File: src/lru_page_replacement_core_assert.svh
// assertion macros for the lru page replacement core
// expects clk and rst_n in the scope where a macro is used
`ifndef LRU_PAGE_REPLACEMENT_CORE_ASSERT_SVH
`define LRU_PAGE_REPLACEMENT_CORE_ASSERT_SVH

`ifndef SYNTHESIS

// same-cycle implication
`define LRUPR_ASSERT_NOW(lbl, ante, cons) \
  lbl: assert property (@(posedge clk) disable iff (!rst_n) (ante) |-> (cons)) \
    else $error("lru core check failed");

// next-cycle implication
`define LRUPR_ASSERT_NEXT(lbl, ante, cons) \
  lbl: assert property (@(posedge clk) disable iff (!rst_n) (ante) |=> (cons)) \
    else $error("lru core check failed");

`else

`define LRUPR_ASSERT_NOW(lbl, ante, cons)
`define LRUPR_ASSERT_NEXT(lbl, ante, cons)

`endif

`endif

File: src/lrupr_pkg.sv
// shared types and constants for the lru page replacement core
// no dependencies
package lrupr_pkg;

  localparam int FAULT_W = 32;
  localparam int CFG_W   = 5;

  localparam logic [CFG_W-1:0]   RESET_FRAMES = CFG_W'(16);
  localparam logic [FAULT_W-1:0] FAULT_MAX    = {FAULT_W{1'b1}};

  // handed from one cell to the next
  typedef struct packed {
    logic valid;     // slot holds a resident page
    logic no_match;  // no hit in this slot or any more recent one
  } lrupr_link_t;

  // broadcast from the top level to every cell
  typedef struct packed {
    logic upd;    // a reference is taken this cycle
    logic evict;  // miss with the set full
  } lrupr_ctrl_t;

endpackage

File: src/lrupr_cell.sv
// one recency slot of the lru chain: tag, valid bit, compare and shift
// depends on lrupr_pkg
module lrupr_cell #(
  parameter int PAGE_BITS = 20
) (
  input  logic                   clk,
  input  logic                   rst_n,
  input  lrupr_pkg::lrupr_ctrl_t ctrl,
  input  logic [PAGE_BITS-1:0]   page,
  input  logic [PAGE_BITS-1:0]   prev_tag,
  input  lrupr_pkg::lrupr_link_t prev_link,
  input  logic                   next_valid,
  input  logic [PAGE_BITS-1:0]   ev_in,
  output logic [PAGE_BITS-1:0]   tag_q,
  output lrupr_pkg::lrupr_link_t link_o,
  output logic [PAGE_BITS-1:0]   ev_out
);
  import lrupr_pkg::*;

  logic [PAGE_BITS-1:0] tag_r;
  logic                 valid_r;
  logic                 valid_nxt;
  logic                 match;
  logic                 shift;

  assign match = valid_r && (tag_r == page);

  // take the neighbor's entry when the move-to-front reaches this slot
  assign shift = ctrl.upd && prev_link.no_match && prev_link.valid &&
                 (!ctrl.evict || valid_r);

  assign valid_nxt = shift ? prev_link.valid : valid_r;

  always_ff @(posedge clk) begin
    if (!rst_n) begin
      valid_r <= 1'b0;
    end else begin
      valid_r <= valid_nxt;
    end
  end

  always_ff @(posedge clk) begin
    if (shift) begin
      tag_r <= prev_tag;
    end
  end

  assign tag_q           = tag_r;
  assign link_o.valid    = valid_r;
  assign link_o.no_match = prev_link.no_match && !match;

  // the last resident slot supplies the victim
  assign ev_out = ev_in | ((ctrl.evict && valid_r && !next_valid) ? tag_r : '0);

endmodule

File: src/lru_page_replacement_core.sv
// lru page replacement core: chain of MAX_FRAMES cells kept in recency order
// a result is registered and shows in the cycle after its reference transfer
// throughput: one reference per cycle, set by the combinational compare and shift
// across the cell chain; stalls only while a finished result is held by out_stall
// reset (rst_n low, synchronous): all slots empty, fault count 0, frames 16
// depends on lrupr_pkg, lrupr_cell and lru_page_replacement_core_assert.svh
`include "lru_page_replacement_core_assert.svh"

module lru_page_replacement_core #(
  parameter int MAX_FRAMES = 16,
  parameter int PAGE_BITS  = 20
) (
  input  logic                         clk,
  input  logic                         rst_n,
  // reference channel
  input  logic                         in_valid,
  output logic                         in_stall,
  input  logic [PAGE_BITS-1:0]         in_page_number,
  // result channel
  output logic                         out_valid,
  input  logic                         out_stall,
  output logic                         out_fault,
  output logic                         out_evicted_valid,
  output logic [PAGE_BITS-1:0]         out_evicted_page,
  output logic [lrupr_pkg::FAULT_W-1:0] out_fault_count,
  // frame count register
  input  logic                         cfg_valid,
  output logic                         cfg_ready,
  input  logic [lrupr_pkg::CFG_W-1:0]  cfg_active_frames
);
  import lrupr_pkg::*;

  // wide enough for the frame count and the built maximum
  localparam int LIM_W = ($clog2(MAX_FRAMES + 1) > CFG_W) ? $clog2(MAX_FRAMES + 1) : CFG_W;

  // frame count register, always writable
  logic [CFG_W-1:0] frames_r;
  logic [CFG_W-1:0] frames_nxt;

  assign cfg_ready  = 1'b1;
  assign frames_nxt = (cfg_valid && cfg_ready) ? cfg_active_frames : frames_r;

  always_ff @(posedge clk) begin
    if (!rst_n) begin
      frames_r <= RESET_FRAMES;
    end else begin
      frames_r <= frames_nxt;
    end
  end

  // clamp to 1..MAX_FRAMES, kept as an index of the last usable slot
  logic [LIM_W-1:0] frames_w;
  logic [LIM_W-1:0] lim_m1;

  assign frames_w = LIM_W'(frames_r);

  always_comb begin
    if (frames_w == '0) begin
      lim_m1 = '0;
    end else if (frames_w > LIM_W'(MAX_FRAMES)) begin
      lim_m1 = LIM_W'(MAX_FRAMES - 1);
    end else begin
      lim_m1 = frames_w - LIM_W'(1);
    end
  end

  // input handshake: the output register parts the two sides
  logic out_valid_r;
  logic in_xfer;

  assign in_stall = out_valid_r && out_stall;
  assign in_xfer  = in_valid && !in_stall;

  // cell chain, slot 0 is the most recently used
  lrupr_ctrl_t                ctrl;
  lrupr_link_t                links [0:MAX_FRAMES];
  logic [PAGE_BITS-1:0]       tags  [0:MAX_FRAMES];
  logic [PAGE_BITS-1:0]       evs   [0:MAX_FRAMES];
  logic [MAX_FRAMES:0]        nvalid;
  logic [MAX_FRAMES-1:0]      valid_vec;
  logic                       hit;
  logic                       full;

  // the chain head feeds the new page in front of slot 0
  assign links[0].valid    = 1'b1;
  assign links[0].no_match = 1'b1;
  assign tags[0]           = in_page_number;
  assign evs[0]            = '0;
  assign nvalid[MAX_FRAMES] = 1'b0;

  genvar g;
  generate
    for (g = 0; g < MAX_FRAMES; g++) begin : g_cell
      lrupr_cell #(
        .PAGE_BITS (PAGE_BITS)
      ) u_cell (
        .clk        (clk),
        .rst_n      (rst_n),
        .ctrl       (ctrl),
        .page       (in_page_number),
        .prev_tag   (tags[g]),
        .prev_link  (links[g]),
        .next_valid (nvalid[g+1]),
        .ev_in      (evs[g]),
        .tag_q      (tags[g+1]),
        .link_o     (links[g+1]),
        .ev_out     (evs[g+1])
      );
      assign valid_vec[g] = links[g+1].valid;
      assign nvalid[g]    = links[g+1].valid;
    end
  endgenerate

  // the no-match ripple through the chain gives the hit
  assign hit = !links[MAX_FRAMES].no_match;

  // valid bits form a run from slot 0, so the set is full when the slot
  // at the frame limit is occupied
  always_comb begin
    full = 1'b0;
    for (int k = 0; k < MAX_FRAMES; k++) begin
      if (lim_m1 == LIM_W'(k)) begin
        full = valid_vec[k];
      end
    end
  end

  assign ctrl.upd   = in_xfer;
  assign ctrl.evict = !hit && full;

  // saturating fault counter
  logic [FAULT_W-1:0] fault_cnt_r;
  logic [FAULT_W-1:0] fault_cnt_nxt;

  always_comb begin
    fault_cnt_nxt = fault_cnt_r;
    if (in_xfer && !hit && (fault_cnt_r != FAULT_MAX)) begin
      fault_cnt_nxt = fault_cnt_r + FAULT_W'(1);
    end
  end

  always_ff @(posedge clk) begin
    if (!rst_n) begin
      fault_cnt_r <= '0;
    end else begin
      fault_cnt_r <= fault_cnt_nxt;
    end
  end

  // result register
  logic                 out_valid_nxt;
  logic                 fault_r;
  logic                 ev_valid_r;
  logic [PAGE_BITS-1:0] ev_page_r;
  logic [FAULT_W-1:0]   cnt_out_r;

  always_comb begin
    out_valid_nxt = out_valid_r;
    if (in_xfer) begin
      out_valid_nxt = 1'b1;
    end else if (!out_stall) begin
      out_valid_nxt = 1'b0;
    end
  end

  always_ff @(posedge clk) begin
    if (!rst_n) begin
      out_valid_r <= 1'b0;
    end else begin
      out_valid_r <= out_valid_nxt;
    end
  end

  always_ff @(posedge clk) begin
    if (in_xfer) begin
      fault_r    <= !hit;
      ev_valid_r <= ctrl.evict;
      ev_page_r  <= evs[MAX_FRAMES];
      cnt_out_r  <= fault_cnt_nxt;
    end
  end

  assign out_valid         = out_valid_r;
  assign out_fault         = fault_r;
  assign out_evicted_valid = ev_valid_r;
  assign out_evicted_page  = ev_page_r;
  assign out_fault_count   = cnt_out_r;

  // checks
  // resident slots always form an unbroken run from the most recent slot
  `LRUPR_ASSERT_NOW(a_valid_run, 1'b1, ((valid_vec & (valid_vec >> 1)) == (valid_vec >> 1)))
  // a hit never changes how many pages are resident
  `LRUPR_ASSERT_NEXT(a_hit_keeps_count, in_xfer && hit, $countones(valid_vec) == $past($countones(valid_vec)))
  // an eviction is only reported together with a fault
  `LRUPR_ASSERT_NOW(a_evict_is_fault, out_valid_r && ev_valid_r, fault_r)
  // the fault count never goes down
  `LRUPR_ASSERT_NEXT(a_count_monotonic, 1'b1, fault_cnt_r >= $past(fault_cnt_r))

endmodule

File: config.mk
export PLATFORM = sky130hd
export DESIGN_NAME = lru_page_replacement_core
export DESIGN_NICKNAME = d
export VERILOG_FILES = /design/src/lrupr_pkg.sv /design/src/lrupr_cell.sv /design/src/lru_page_replacement_core.sv
export VERILOG_INCLUDE_DIRS = /design/src /design/src/src
export SDC_FILE = /design/constraint.sdc
export NUM_CORES = 1
export LEC_CHECK = 0
export ABC_CLOCK_PERIOD_IN_PS = 23400
export BUFFER_PORTS_ARGS = -buffer_cell sky130_fd_sc_hd__buf_2
export CORE_UTILIZATION = 50
export DETAILED_ROUTE_END_ITERATION = 16
export GPL_ROUTABILITY_DRIVEN = 0
export PLACE_DENSITY_LB_ADDON = 0.25
export SLEW_MARGIN = 20
export SYNTH_ARGS = -nofsm -noshare
export SYNTH_HDL_FRONTEND = slang
export SYNTH_HIERARCHICAL = 1
export SYNTH_SLANG_ARGS = --single-unit
File: constraint.sdc
create_clock -name clk -period 23.4 [get_ports clk]
set_input_delay 4.68 -clock clk [delete_from_list [all_inputs] [get_ports clk]]
set_output_delay 4.68 -clock clk [all_outputs]
set_load 0.005 [all_outputs]
; After elaboration in Yosys (flattened, before gate mapping)
; Cells that the tools add are included.
[op_classes]
addsub = 2
order_cmp = 1
eq_ne = 33
n_mux = 37
n_bitwise = 15
n_reduce_logical = 164
[ops]
columns = operator, count
row1 = == test 20 bit, 16
row2 = 2-to-1 mux 20 bit, 16
row3 = bitwise OR 20 bit, 15
row4 = logical AND 1 bit, 113
row5 = "== test 5 x 4 -> 1 bit, second input constant", 8
row6 = logical NOT 1 bit, 33
row7 = "adder 32 x 1 -> 32 bit, second input constant", 1
row8 = 2-to-1 mux 32 bit, 1
row9 = "!= test 32 bit, second input constant", 1
row10 = "== test 5 x 3 -> 1 bit, second input constant", 4
row11 = 2-to-1 mux 1 bit, 18
row12 = logical OR 1 bit, 16
row13 = "== test 5 x 2 -> 1 bit, second input constant", 2
row14 = logical NOT 5 bit, 2
row15 = 2-to-1 mux 5 bit, 2
row16 = "== test 5 x 1 -> 1 bit, second input constant", 1
row17 = "> comparator 5 bit, second input constant", 1
row18 = "subtractor 5 x 1 -> 5 bit, second input constant", 1
row19 = "!= test 2 x 1 -> 1 bit, second input constant", 1
[totals]
reg_bits = 428
inputBits = 30
out_inout_bits = 57
word_cells = 291

; Logic depth before layout (Yosys ltp)
[depth]
word_depth = 39
mapped_depth = 40
ltp_nobuf = 39

; Modules after synthesis
; Netlist, hierarchy kept.
[modules_own_cells]
columns = mod, instances, cells_each, area_each_um2, seq_area_each_um2
row1 = lrupr_cell, 16, 77, 1038.5, 620.6
row2 = lru_page_replacement_core, 1, 327, 3995.1, 2382.3

; Least setup slack after synthesis
; OpenSTA, ideal clock, no wires.
[synth_timing]
kind = input to register
from = in in_page_number[15]
to = reg ev_page_r[15], in the netlist out_evicted_page[15] (data pin)
arrival_ns = 11.078
required_time_ns = 23.146
setup_slack_ns = 12.068
cell_stages = 40
n_path_buf = 1
path_cell_list = xor2_1 -> nor4_1 -> nand4_1 -> o41a_1 -> o41a_1 -> o41a_1 -> o41a_1 -> o41a_1 -> o41a_1 -> o41a_1 -> o41a_1 -> o41a_1 -> o41a_1 -> o41a_1 -> o41a_1 -> o41a_1 -> o41a_1 -> o41a_1 -> [4 not listed] -> nor2_1 -> clkbuf_1 -> a21o_2 -> a21o_2 -> a21o_2 -> a21o_2 -> a21o_2 -> a21o_2 -> a21o_2 -> a21o_2 -> a21o_2 -> a21o_2 -> a21o_2 -> a21o_2 -> a21o_2 -> a21o_2 -> a21o_2 -> a21o_2
[synth_rtl]
columns = item, line
row1 = "start, declared", lru_page_replacement_core.sv:18  ; input logic [PAGE_BITS-1:0] in_page_number,
row2 = "end signal, assigned", lru_page_replacement_core.sv:178  ; ev_page_r <= evs[MAX_FRAMES];
row3 = "end, declared", lru_page_replacement_core.sv:154  ; logic [PAGE_BITS-1:0] ev_page_r;

==> flow_summary.yaml <==
floorplan:
  dieArea_mm2: 0.0420
  chipHeight_um: 205
  coreArea_mm2: 0.0407
  io_pins: 87
  start_util_pct: 50.6
  core.rowCount: 74
  die_w_um: 205
place:
  hpwl_mm: 30.0
  place_worst_setup_slack_ps: 10590
  placed_area_mm2: 0.0217
  io_buffers: 85
synth:
  synth_seq_cells: 428
  synth_cell_types: 60
  yosys.area.top_type: "edfxtp_1"
  postSynthCellCount: 1559
  synth_warnings: 6
  syn_avg_cell_area_um2: 13.2
  synth_compound_area_share_pct: 14.9
  synth-edff-count: 374
  synthMuxAreaShare_pct: 0.662
  synth_flop_cell: "edfxtp_1"
  synth_area_leaders: "edfxtp_1 54%, xor2_1 12%, a21o_1 11%, dfxtp_1 5.2%, xnor2_1 3.3%"
  yosys.area_share.adder_pct: 0.176
  synthSimpleGateAreaFrac_pct: 7.65
  synth_xor_area_share_pct: 14.9
  synth_top_family_by_area: "compound AO/OA/AOI/OAI gates"
  seq_area_frac_synth_pct: 59.7
  async_flop_share_pct: 0
  synth_top_area_share_pct: 54.5
  syn-cell-area_mm2: 0.0206
setup_path:
  cpLargestDelayFamily: "compound AO/OA/AOI/OAI gates"
  cp-end-kind: "register"
  cpPeakStageDelay_ps: 540
  reg2reg_from: "g_cell[0].u_cell/tag_q[16]"
  worst_ep_arrival_time_ps: 12630
  worstRegToRegCells: 41
  reg2reg_slack_ps: 15140
  cp.required_ps: 23730
  path_buf_inv: 3
  rr_endpoint: "out_evicted_page[15]"
  worst_path_max_delay_cell: "nor4_1"
  cp_max_fo: 33
  start_kind: "input port"
  path_class: "in -> reg"
sta:
  setup_tns_ps: 0
  drv_slew: 0
  holdWs_ps: 492
  worst_slack_ps: 11100
  fmax_ghz: 0.0813
  worst_pin_slew_ps: 1060
  hold_viol_final: 0
  skew_ps: 9.98
  finalCritPeriodShare_pct: 52.6
  maxSlewHeadroom_pct: 29.6
  period_needed_ps: 12300
  setup_viol: 0
  rsz0062_at_grt: "false"
finish:
  syn_to_final_growth_pct: 12.6
  nets: 1708
  drive_above_1_share_pct: 12.6
  fillers: 3257
  fin_area_mm2: 0.0232
  diodes: 0
pwr:
  total_leakage_power_nw: 9.49
  peakVddDrop_mv: 0.0828
  powerDensity_mw_per_mm2: 69.7
global_routing:
  grt_pass1_wl_mm: 66.2
  grt-ovfl-total: 0
  antenna_found_initial: 0
  grt_usage_pct: 19.9
  grt_pass1_vias: 12389
  grt_max_degree: 61
cts:
  clkSinkCount: 428
  htree_levels: 2
  path_clk_slew_ps: 60
  cts_resized: 0
  cts.path.max_buffers: 3
  ctsHoldBuffers: 0
  clk_latency_ps: 570
  cts_made_buffers: 46
  cts_tree: "yes"
  clockRootBuffer: "clkbuf_16"
  cts_setup_buffers: 0
detailed_routing:
  wire_per_inst_um: 18.5
  first_iter_violations: 612
  wirelength_mm: 41.4
  dr.pass1.iters: 5
  dr_total_vias: 12163
  ant_nets: 0
  drc: 0
  vias_per_cell: 5.43
min_path:
  worstHoldEndpoint: "g_cell[13].u_cell/tag_q[1]"
  worstHoldPathCells: 0
  hp-start: "g_cell[12].u_cell/tag_q[1]"
  hp-class: "reg -> reg"
run_status:
  outcome: "finished clean"
job:
  drv_cap: 0
metrics by stage:
stage	util, %	instances	power (mW)
final	57.0	2240	1.62
after global routing	57.0	2240	1.67
after CTS	56.8	2240	1.63
after detailed placement	53.4	2160	0.950
after global placement	53.3	2160	0.948
after floorplan	-	1582	0.912
per-layer routing:
layer	vias to the layer above	routed length [um]	part of all wire, %	global-route usage (%)
li1	6008	-	-	-
met1	5903	18900	46	26.3
met2	191	20300	49	33.5
met3	61	1430	3.5	2.97
met4	0	756	1.8	6.38
met5	-	0	0	0
how the worst max path moves through the flow:
stage / startpoint / to / slack, ps / cells past startpoint
floorplan: in_page_number[15] / out_evicted_page[15] / 12070 / 40
global placement: in_page_number[0] / out_evicted_page[15] / 10620 / 42
detailed placement: in_page_number[0] / out_evicted_page[15] / 10590 / 42
CTS: in_page_number[0] / out_evicted_page[15] / 11100 / 42
global route: in_page_number[0] / out_evicted_page[15] / 10610 / 42
finish: in_page_number[0] / out_evicted_page[15] / 11100 / 42
layout make-up:
type / instances / area, um2 / area share, %
repair buffers: 108 / 598 / 2.58
multi-input cells: 1068 / 8150 / 35.1
well taps: 532 / 666 / 2.87
flip-flops and latches: 428 / 12300 / 53.0
clock inverters: 15 / 100 / 0.431
inverters: 24 / 90.1 / 0.388
clock buffers: 65 / 1290 / 5.58
Yosys cell counts (2+ instances only):
master,count
a21boi_2,2
a21o_1,306
a21o_2,16
a21oi_1,26
a311oi_1,3
a31oi_1,2
and2_1,32
and3_1,9
and4_1,4
buf_2,4
buf_4,17
clkbuf_1,40
conb_1,2
dfxtp_1,54
edfxtp_1,374
ha_1,2
inv_1,24
mux2i_1,11
nand2_1,37
nand2b_1,6
nand3_1,27
nand4_1,40
nand4b_1,2
nor2_1,23
nor2b_1,7
nor3_1,24
nor3b_1,2
nor4_1,50
o21a_1,17
o21ai_0,2
o2bb2ai_1,2
o41a_1,16
xnor2_1,78
xor2_1,272
registers in the layout, summed over array words and instances (netlist names):
| signal | count |
|---|---|
| g_cell.u_cell/tag_q | 320 |
| fault_cnt_r | 32 |
| out_fault_count | 32 |
| out_evicted_page | 20 |
| g_cell.u_cell/valid_r | 16 |
| frames_r | 5 |
| out_evicted_valid | 1 |
| out_fault | 1 |
| out_valid | 1 |
power breakdown:
part           switching, mW  leakage [nW]  internal (mW)
clock network          0.287         0.683          0.394
logic                 0.0577          4.96         0.0431
registers            0.00462          3.85          0.830
kinds of logic after synthesis:
kind of cell / Yosys count
fa+ha+maj: 3
xor+xnor: 350
compound gates: 402
simple gates: 275
flops: 428
other cells: 2
mux: 13
buf+inv: 86
placed cells by master, fill, tap and decap left out, types with 6 or more instances in the layout:
cell type / count
a21o_1: 306
a21o_2: 16
a21oi_1: 10
a21oi_4: 12
and2_1: 32
and3_1: 9
buf_2: 85
buf_4: 23
clkbuf_1: 14
clkbuf_16: 48
clkinv_1: 8
conb_1: 25
dfxtp_1: 54
edfxtp_1: 374
inv_1: 24
mux2i_1: 11
nand2_1: 37
nand2b_1: 6
nand3_1: 27
nand4_1: 40
nor2_1: 23
nor2b_1: 7
nor3_1: 23
nor4_1: 50
o21a_1: 17
o41a_1: 16
xnor2_1: 78
xor2_1: 272
No activity file was read; power rests on OpenSTA's default activity.
